File: src/rtl/grm_pkg.sv
package grm_pkg;

    localparam int COORD_W         = 3;
    localparam int CELL_W          = 2 * COORD_W;
    localparam int CELLS           = 1 << CELL_W;
    localparam int DEF_GRID_SIDE   = 8;
    localparam int DEF_STACK_DEPTH = 64;
    localparam int STEP_W          = 4;

    typedef enum logic [2:0] {
        OP_NOP,
        OP_WAIT,
        OP_PUSH,
        OP_POP,
        OP_MATCH,
        OP_DONE
    } op_t;

    typedef enum logic [2:0] {
        DIR_SELF,
        DIR_DOWN,
        DIR_UP,
        DIR_RIGHT,
        DIR_LEFT
    } dir_t;

    typedef enum logic [2:0] {
        COND_NONE,
        COND_ACCEPT,
        COND_END_WALL,
        COND_EMPTY,
        COND_HIT,
        COND_ALWAYS,
        COND_OUT_FREE
    } cond_t;

    typedef struct packed {
        op_t               op;
        dir_t              dir;
        cond_t             cond;
        logic              hold;
        logic [STEP_W-1:0] target;
    } ucode_t;

    typedef struct packed {
        logic load;
        op_t  op;
        dir_t dir;
    } dp_ctl_t;

    typedef struct packed {
        logic stack_empty;
        logic end_open;
        logic hit;
        logic found;
    } dp_status_t;

    localparam logic [STEP_W-1:0] STEP_WAIT   = 4'd0;
    localparam logic [STEP_W-1:0] STEP_ENDCHK = 4'd1;
    localparam logic [STEP_W-1:0] STEP_SEED   = 4'd2;
    localparam logic [STEP_W-1:0] STEP_POP    = 4'd3;
    localparam logic [STEP_W-1:0] STEP_MATCH  = 4'd4;
    localparam logic [STEP_W-1:0] STEP_DOWN   = 4'd5;
    localparam logic [STEP_W-1:0] STEP_UP     = 4'd6;
    localparam logic [STEP_W-1:0] STEP_RIGHT  = 4'd7;
    localparam logic [STEP_W-1:0] STEP_LEFT   = 4'd8;
    localparam logic [STEP_W-1:0] STEP_DONE   = 4'd9;

endpackage

File: src/rtl/grm_ucode_rom.sv
module grm_ucode_rom (
    input  logic [grm_pkg::STEP_W-1:0] step,
    output grm_pkg::ucode_t            word
);
    import grm_pkg::*;

    always_comb
    begin
        case (step)
            STEP_WAIT:   word = '{OP_WAIT,  DIR_SELF,  COND_ACCEPT,   1'b1, STEP_ENDCHK};
            STEP_ENDCHK: word = '{OP_NOP,   DIR_SELF,  COND_END_WALL, 1'b0, STEP_DONE};
            STEP_SEED:   word = '{OP_PUSH,  DIR_SELF,  COND_NONE,     1'b0, STEP_WAIT};
            STEP_POP:    word = '{OP_POP,   DIR_SELF,  COND_EMPTY,    1'b0, STEP_DONE};
            STEP_MATCH:  word = '{OP_MATCH, DIR_SELF,  COND_HIT,      1'b0, STEP_DONE};
            STEP_DOWN:   word = '{OP_PUSH,  DIR_DOWN,  COND_NONE,     1'b0, STEP_WAIT};
            STEP_UP:     word = '{OP_PUSH,  DIR_UP,    COND_NONE,     1'b0, STEP_WAIT};
            STEP_RIGHT:  word = '{OP_PUSH,  DIR_RIGHT, COND_NONE,     1'b0, STEP_WAIT};
            STEP_LEFT:   word = '{OP_PUSH,  DIR_LEFT,  COND_ALWAYS,   1'b0, STEP_POP};
            STEP_DONE:   word = '{OP_DONE,  DIR_SELF,  COND_OUT_FREE, 1'b1, STEP_WAIT};
            default:     word = '{OP_NOP,   DIR_SELF,  COND_ALWAYS,   1'b0, STEP_WAIT};
        endcase
    end

endmodule

File: src/rtl/grm_datapath.sv
module grm_datapath #(
    parameter int GRID_SIDE   = grm_pkg::DEF_GRID_SIDE,
    parameter int STACK_DEPTH = grm_pkg::DEF_STACK_DEPTH
) (
    input  logic                         clk,
    input  logic                         rst_n,
    input  grm_pkg::dp_ctl_t             ctl,
    input  logic                         cfg_we,
    input  logic [grm_pkg::CELLS-1:0]    cfg_wdata,
    input  logic [grm_pkg::COORD_W-1:0]  start_row,
    input  logic [grm_pkg::COORD_W-1:0]  start_col,
    input  logic [grm_pkg::COORD_W-1:0]  end_row,
    input  logic [grm_pkg::COORD_W-1:0]  end_col,
    output grm_pkg::dp_status_t          status
);
    import grm_pkg::*;

    localparam int AW = $clog2(STACK_DEPTH);
    localparam int CW = $clog2(STACK_DEPTH + 1);
    localparam logic [COORD_W:0] SIDE  = (COORD_W + 1)'(GRID_SIDE);
    localparam logic [COORD_W:0] NB_ONE = (COORD_W + 1)'(1);
    localparam logic [CW-1:0]    DEPTH = CW'(STACK_DEPTH);

    logic [CELLS-1:0]   wall_map_reg;
    logic [CELLS-1:0]   visited_reg;
    logic [COORD_W-1:0] cur_row_reg;
    logic [COORD_W-1:0] cur_col_reg;
    logic [COORD_W-1:0] end_row_reg;
    logic [COORD_W-1:0] end_col_reg;
    logic [CW-1:0]      cnt_reg;
    logic [CELL_W-1:0]  rdata_reg;
    logic               found_reg;
    logic [CELL_W-1:0]  stack_mem [STACK_DEPTH];

    logic [COORD_W:0]   nb_row;
    logic [COORD_W:0]   nb_col;
    logic [CELL_W-1:0]  nb_cell;
    logic [CELL_W-1:0]  end_cell;
    logic               nb_open;
    logic               end_open;
    logic               push_en;
    logic               pop_en;
    logic               stack_empty;
    logic [CW-1:0]      cnt_dec;
    logic [AW-1:0]      push_addr;
    logic [AW-1:0]      pop_addr;

    always_comb
    begin
        case (ctl.dir)
            DIR_DOWN:
            begin
                nb_row = {1'b0, cur_row_reg} + NB_ONE;
                nb_col = {1'b0, cur_col_reg};
            end
            DIR_UP:
            begin
                nb_row = {1'b0, cur_row_reg} - NB_ONE;
                nb_col = {1'b0, cur_col_reg};
            end
            DIR_RIGHT:
            begin
                nb_row = {1'b0, cur_row_reg};
                nb_col = {1'b0, cur_col_reg} + NB_ONE;
            end
            DIR_LEFT:
            begin
                nb_row = {1'b0, cur_row_reg};
                nb_col = {1'b0, cur_col_reg} - NB_ONE;
            end
            default:
            begin
                nb_row = {1'b0, cur_row_reg};
                nb_col = {1'b0, cur_col_reg};
            end
        endcase
    end

    // off-grid neighbors wrap above the side and count as walls
    assign nb_cell     = {nb_row[COORD_W-1:0], nb_col[COORD_W-1:0]};
    assign nb_open     = (nb_row < SIDE) && (nb_col < SIDE) && !wall_map_reg[nb_cell];
    assign end_cell    = {end_row_reg, end_col_reg};
    assign end_open    = ({1'b0, end_row_reg} < SIDE) && ({1'b0, end_col_reg} < SIDE)
                         && !wall_map_reg[end_cell];
    assign stack_empty = (cnt_reg == '0);
    assign push_en     = (ctl.op == OP_PUSH) && nb_open && !visited_reg[nb_cell]
                         && (cnt_reg < DEPTH);
    assign pop_en      = (ctl.op == OP_POP) && !stack_empty;
    assign cnt_dec     = cnt_reg - CW'(1);
    assign push_addr   = cnt_reg[AW-1:0];
    assign pop_addr    = cnt_dec[AW-1:0];

    assign status.stack_empty = stack_empty;
    assign status.end_open    = end_open;
    assign status.hit         = (rdata_reg == end_cell);
    assign status.found       = found_reg;

    always_ff @(posedge clk or negedge rst_n)
    begin
        if (!rst_n)
        begin
            wall_map_reg <= '0;
            visited_reg  <= '0;
            cnt_reg      <= '0;
            found_reg    <= 1'b0;
        end
        else
        begin
            if (cfg_we)
            begin
                wall_map_reg <= cfg_wdata;
            end
            if (ctl.load)
            begin
                visited_reg <= '0;
                cnt_reg     <= '0;
                found_reg   <= 1'b0;
            end
            else if (push_en)
            begin
                visited_reg[nb_cell] <= 1'b1;
                cnt_reg              <= cnt_reg + CW'(1);
            end
            else if (pop_en)
            begin
                cnt_reg <= cnt_dec;
            end
            if ((ctl.op == OP_MATCH) && status.hit)
            begin
                found_reg <= 1'b1;
            end
        end
    end

    always_ff @(posedge clk)
    begin
        if (ctl.load)
        begin
            cur_row_reg <= start_row;
            cur_col_reg <= start_col;
            end_row_reg <= end_row;
            end_col_reg <= end_col;
        end
        else if (ctl.op == OP_MATCH)
        begin
            cur_row_reg <= rdata_reg[CELL_W-1:COORD_W];
            cur_col_reg <= rdata_reg[COORD_W-1:0];
        end
    end

    always_ff @(posedge clk)
    begin
        if (push_en)
        begin
            stack_mem[push_addr] <= nb_cell;
        end
        if (pop_en)
        begin
            rdata_reg <= stack_mem[pop_addr];
        end
    end

    a_cnt_bound: assert property (@(posedge clk) disable iff (!rst_n)
        cnt_reg <= DEPTH)
        else $error("stack count above depth");

    a_push_marks: assert property (@(posedge clk) disable iff (!rst_n)
        push_en && !ctl.load |=> visited_reg[$past(nb_cell)] && (cnt_reg != '0))
        else $error("pushed cell not marked visited");

endmodule

File: src/rtl/grid_maze_reachability_unit.sv
// channel   signals                                      dir   meaning
// request   in_valid in_stall start_row/col end_row/col  in    one query
// result    out_valid out_stall reachable                out   one answer per query
// config    cfg_we cfg_wdata                             in    64-bit wall map
//
// a query pops each open cell at most once, so at most 64 cells, and runs
// a microcode loop of one pop, one compare and four neighbor pushes per cell
// in_stall is high from acceptance until the answer is loaded into the output register
// the answer waits in the output register while out_stall is high
// reset clears the wall map, the visited map, the stack count and the sequencer
module grid_maze_reachability_unit #(
    parameter int GRID_SIDE   = grm_pkg::DEF_GRID_SIDE,
    parameter int STACK_DEPTH = grm_pkg::DEF_STACK_DEPTH
) (
    input  logic                         clk,
    input  logic                         rst_n,
    input  logic                         in_valid,
    output logic                         in_stall,
    input  logic [grm_pkg::COORD_W-1:0]  start_row,
    input  logic [grm_pkg::COORD_W-1:0]  start_col,
    input  logic [grm_pkg::COORD_W-1:0]  end_row,
    input  logic [grm_pkg::COORD_W-1:0]  end_col,
    output logic                         out_valid,
    input  logic                         out_stall,
    output logic                         reachable,
    input  logic                         cfg_we,
    input  logic [grm_pkg::CELLS-1:0]    cfg_wdata
);
    import grm_pkg::*;

    logic [STEP_W-1:0] step_reg;
    logic [STEP_W-1:0] step_next;
    logic              out_valid_reg;
    logic              out_valid_next;
    logic              reachable_reg;
    logic              reachable_next;
    ucode_t            word;
    dp_ctl_t           ctl;
    dp_status_t        status;
    logic              in_accept;
    logic              out_free;
    logic              cond_true;

    grm_ucode_rom u_rom (
        .step (step_reg),
        .word (word)
    );

    grm_datapath #(
        .GRID_SIDE   (GRID_SIDE),
        .STACK_DEPTH (STACK_DEPTH)
    ) u_dp (
        .clk       (clk),
        .rst_n     (rst_n),
        .ctl       (ctl),
        .cfg_we    (cfg_we),
        .cfg_wdata (cfg_wdata),
        .start_row (start_row),
        .start_col (start_col),
        .end_row   (end_row),
        .end_col   (end_col),
        .status    (status)
    );

    assign in_stall  = (word.op != OP_WAIT);
    assign in_accept = in_valid && !in_stall;
    assign out_free  = !out_valid_reg || !out_stall;

    assign ctl.load = in_accept;
    assign ctl.op   = word.op;
    assign ctl.dir  = word.dir;

    always_comb
    begin
        case (word.cond)
            COND_ACCEPT:   cond_true = in_accept;
            COND_END_WALL: cond_true = !status.end_open;
            COND_EMPTY:    cond_true = status.stack_empty;
            COND_HIT:      cond_true = status.hit;
            COND_ALWAYS:   cond_true = 1'b1;
            COND_OUT_FREE: cond_true = out_free;
            default:       cond_true = 1'b0;
        endcase
    end

    always_comb
    begin
        if (cond_true)
        begin
            step_next = word.target;
        end
        else if (word.hold)
        begin
            step_next = step_reg;
        end
        else
        begin
            step_next = step_reg + STEP_W'(1);
        end

        out_valid_next = out_valid_reg && out_stall;
        reachable_next = reachable_reg;
        if ((word.op == OP_DONE) && out_free)
        begin
            out_valid_next = 1'b1;
            reachable_next = status.found;
        end
    end

    always_ff @(posedge clk or negedge rst_n)
    begin
        if (!rst_n)
        begin
            step_reg      <= STEP_WAIT;
            out_valid_reg <= 1'b0;
            reachable_reg <= 1'b0;
        end
        else
        begin
            step_reg      <= step_next;
            out_valid_reg <= out_valid_next;
            reachable_reg <= reachable_next;
        end
    end

    assign out_valid = out_valid_reg;
    assign reachable = reachable_reg;

    a_accept_leaves_wait: assert property (@(posedge clk) disable iff (!rst_n)
        in_accept |=> step_reg == STEP_ENDCHK)
        else $error("request accepted but sequencer did not start");

    a_result_from_done: assert property (@(posedge clk) disable iff (!rst_n)
        $rose(out_valid_reg) |-> $past(step_reg) == STEP_DONE)
        else $error("result raised outside the done step");

endmodule

File: config.mk
export PLATFORM = sky130hd
export DESIGN_NAME = grid_maze_reachability_unit
export DESIGN_NICKNAME = d
export VERILOG_FILES = /design/src/rtl/grm_pkg.sv /design/src/rtl/grm_ucode_rom.sv /design/src/rtl/grm_datapath.sv /design/src/rtl/grid_maze_reachability_unit.sv
export SDC_FILE = /design/constraint.sdc
export NUM_CORES = 1
export LEC_CHECK = 0
export BUFFER_PORTS_ARGS = -buffer_cell sky130_fd_sc_hd__buf_4
export CAP_MARGIN = 10
export CORE_MARGIN = 2
export CORE_UTILIZATION = 55
export CTS_CLUSTER_DIAMETER = 50
export DETAILED_ROUTE_END_ITERATION = 16
export PLACE_DENSITY = 0.7
export RECOVER_POWER = 50
export SLEW_MARGIN = 20
export SYNTH_ARGS = -nofsm -noshare
export SYNTH_HDL_FRONTEND = slang
export SYNTH_SLANG_ARGS = --single-unit
File: constraint.sdc
create_clock -name clk -period 5.9 [get_ports clk]
set_input_delay 0.295 -clock clk [delete_from_list [all_inputs] [get_ports clk]]
set_output_delay 0.295 -clock clk [all_outputs]
set_load 0.01 [all_outputs]
==> insert_results.sql <==
INSERT INTO impl_metrics (metric_group, metric, value, unit) VALUES
('job', 'max_cap_viol', '7', ''),
('route', 'drt_pass1_iterations', '5', ''),
('finish', 'layoutNonFillerInstCount', '2197', ''),
('critical_path', 'path_buf_inv', '4', ''),
('synth', 'synth_cell_types', '73', ''),
('power', 'p_per_area', '535', 'nW/um^2'),
('placed_design', 'dp_cells', '2014', ''),
('floorplanning', 'num_rows', '75', ''),
('floorplanning', 'core-area', '42100', 'um^2'),
('finish', 'syn2layout_area_growth', '16.3', '%'),
('power', 'static-leakage-power', '9.55', 'nW'),
('synth', 'syn-mean-instance-area', '16.3', 'um^2'),
('cts', 'tritoncts_clock_tree', 'yes', ''),
('finish', 'drive_above_1_share', '26.2', '%'),
('cts', 'cts_max_level', '2', ''),
('synth', 'synth_largest_type_area_fraction', '51.3', '%'),
('worst_hold_path', 'timing.hold.worst_endpoint', 'u_dp.cur_row_reg[0]', ''),
('route', 'first_iter_violations', '1636', ''),
('global_route', 'first_pass_grt_wire_length', '91100', 'um'),
('sta', 'timing.clock.skew', '27.6', 'ps'),
('finish', 'layout.cells.most_common_list', 'sky130_fd_sc_hd__edfxtp_1 (402), sky130_fd_sc_hd__mux4_2 (145), sky130_fd_sc_hd__dfrtp_1 (142)', ''),
('critical_path', 'crit_fanout', '64', ''),
('critical_path', 'crit_path_cell_trace', 'inv_1 -> ha_1 -> nand3b_4 -> clkinv_2 -> fa_1 -> xnor2_1 -> clkbuf_2 -> a21oi_4 -> clkbuf_1', ''),
('synth', 'synthesis.instances', '1448', ''),
('sta', 'maxSlewViolCount', '417', ''),
('run_status', 'status', 'finished, violations left', ''),
('cts', 'clock_tree.root_cell', 'sky130_fd_sc_hd__clkbuf_16', ''),
('route', 'route.vias.total', '14200', ''),
('synth', 'ys.flop_type', 'sky130_fd_sc_hd__edfxtp_1', ''),
('synth', 'synth_fp_nets', '1541', ''),
('worst_hold_path', 'min_from', 'start_row[0]', ''),
('sta', 'grt_setup_unrepaired', 'false', ''),
('power', 'totalPowerFinal', '14.7', 'mW'),
('sta', 'slew_headroom', '-128', '%'),
('synth', 'ys_ff_latch', '544', ''),
('route', 'vias_per_cell', '6.47', ''),
('worst_hold_path', 'min_path_cells', '3', ''),
('critical_path', 'worst-endpoint-arrival', '5330', 'ps'),
('route', 'ant_nets', '0', ''),
('run_status', 'violated_checks', 'capacitance limit, slew limit', ''),
('sta', 'highest_achievable_clock_rate', '185', 'MHz'),
('floorplanning', 'fp.dieW', '211', 'um'),
('critical_path', 'rr_endpoint', 'u_dp.stack_mem[46][2]', ''),
('sta', 'report.final.setup_viol', '0', ''),
('cts', 'ctsLongestPathBuffers', '3', ''),
('synth', 'synth_async_sr_flop_share', '26.1', '%'),
('synth', 'synth-edff-count', '402', ''),
('critical_path', 'cp-end-kind', 'register', ''),
('synth', 'synth_top_cells_by_area', 'sky130_fd_sc_hd__edfxtp_1 (51%), sky130_fd_sc_hd__dfrtp_1 (15%), sky130_fd_sc_hd__mux4_2 (14%), sky130_fd_sc_hd__mux2_2 (3.3%), sky130_fd_sc_hd__nor2_1 (2.1%)', ''),
('floorplanning', 'start_util', '55.9', '%'),
('finish', 'final_net_count', '1704', ''),
('cts', 'post_cts_buffers', '0', ''),
('global_route', 'grt_start_max_net_pins', '99', ''),
('critical_path', 'cp_slowest_cell', 'sky130_fd_sc_hd__clkbuf_1', ''),
('global_route', 'gr-usage-all-layers', '27.8', '%'),
('placed_design', 'hpwlAfterDp', '38000', 'um'),
('critical_path', 'worst-setup-path-type', 'reg -> reg', ''),
('floorplanning', 'top_level_ports', '84', ''),
('synth', 'ys_seq_area_share', '66.3', '%'),
('synth', 'synthesis.area', '23600', 'um^2'),
('critical_path', 'r2r_setup_slack', '490', 'ps'),
('sta', 'count_of_endpoints_failing_hold_in_the_final_timing_report', '0', ''),
('critical_path', 'worst-endpoint-required', '5820', 'ps'),
('critical_path', 'slowest_delay', '2390', 'ps'),
('cts', 'clkSlewWorstSetupHoldPaths', '60', 'ps'),
('worst_hold_path', 'hold_path_class', 'in -> reg', ''),
('critical_path', 'critical_path.startpoint_type', 'register', ''),
('cts', 'clkLatencyLatePin', '630', 'ps'),
('floorplanning', 'floorplan.die.height', '211', 'um'),
('global_route', 'groute.layer.met1.usage', '40.8', '%'),
('finish', 'largest_register_ffs', '384', '');
==> per-stage QoR <==
stage          util [%]  hold slack, ps  instance area, um^2  worst slack (ps)
2_1_floorplan         -          -0.591                23600              1290
3_3_place_gp       58.8             463                24800               597
3_5_place_dp       58.8             471                24800               412
4_1_cts            65.1            21.5                27400               406
5_1_grt            65.0            41.0                27400               174
6_report           65.0            54.3                27400               490
==> worst reg2reg max path, cell delays in order, from the launching register on <==
cell                       delay [ps]
sky130_fd_sc_hd__dfrtp_1          350
sky130_fd_sc_hd__inv_1             90
sky130_fd_sc_hd__ha_1             330
sky130_fd_sc_hd__nand3b_4         200
sky130_fd_sc_hd__clkinv_2         180
sky130_fd_sc_hd__fa_1             480
sky130_fd_sc_hd__xnor2_1          160
sky130_fd_sc_hd__clkbuf_2         250
sky130_fd_sc_hd__a21oi_4          200
sky130_fd_sc_hd__clkbuf_1        2390
==> routing by layer <==
layer  part of all wire, %  vias up  wire, um
li1                      -     6043         -
met1                    42     7333     25400
met2                    47      715     28400
met3                   7.8      118      4700
met4                   2.7        0      1640
met5                     0        -         0
==> power by group <==
group / switching, mW / internal [mW] / leakage (nW) / total [mW]
registers: 0.364 / 5.09 / 5.43 / 5.46
clock network: 1.54 / 2.07 / 0.915 / 3.60
logic: 3.37 / 2.24 / 3.20 / 5.61
total: 5.27 / 9.39 / 9.55 / 14.7
==> repair_timing <==
| action | in CTS | in global routing |
|---|---|---|
| endpoints found under the hold margin | 172 | 0 |
| endpoints found under the setup margin | 0 | 174 |
| gates resized for setup | 0 | 1 |
| hold buffers | 76 | 0 |
==> worst max-delay path by stage <==
stage,endpoint
CTS,u_dp.stack_mem[35][4]
floorplan,u_dp.stack_mem[37][0]
finish,u_dp.stack_mem[46][2]
global route,u_dp.stack_mem[44][2]
global placement,u_dp.stack_mem[38][2]
detailed placement,u_dp.stack_mem[35][5]
==> cell type report <==
type | instances | area [um^2]
Timing Repair Buffer | 189 | 1600
Inverter | 21 | 80.1
Tap cell | 539 | 674
Fill cell | 2846 | 14700
Sequential cell | 544 | 15600
Clock inverter | 38 | 383
Multi-Input combinational cell | 798 | 7530
Clock buffer | 68 | 1510
==> synthesized netlist by cell type, drive strengths merged (3+ instances only) <==
cell,n
edfxtp,402
mux4,145
dfrtp,142
nor2,136
nor3,86
mux2,70
o21a,63
clkbuf,58
nand2,55
o21ai,34
buf,27
o22ai,25
a21oi,20
inv,19
nand3,15
xnor2,11
a211oi,10
ha,10
nor4,9
nand2b,8
or3,8
a31oi,7
mux2i,7
nand4,7
nor2b,6
xor2,6
or2,5
and3,4
nand3b,4
a211o,3
a21o,3
a311oi,3
o2111ai,3
or3b,3
or4,3
==> cell families (layout without fill, tap and decap cells) <==
family | Yosys count | count (layout) | share of synthesized area, %
fa+ha+maj | 12 | 12 | 0.701
xor+xnor | 17 | 17 | 0.712
buf+inv | 106 | 316 | 1.87
compound gates | 192 | 192 | 5.59
flops | 544 | 544 | 66.3
simple gates | 355 | 355 | 7.26
mux | 222 | 222 | 17.5
(Power assumes the default switching activity.)
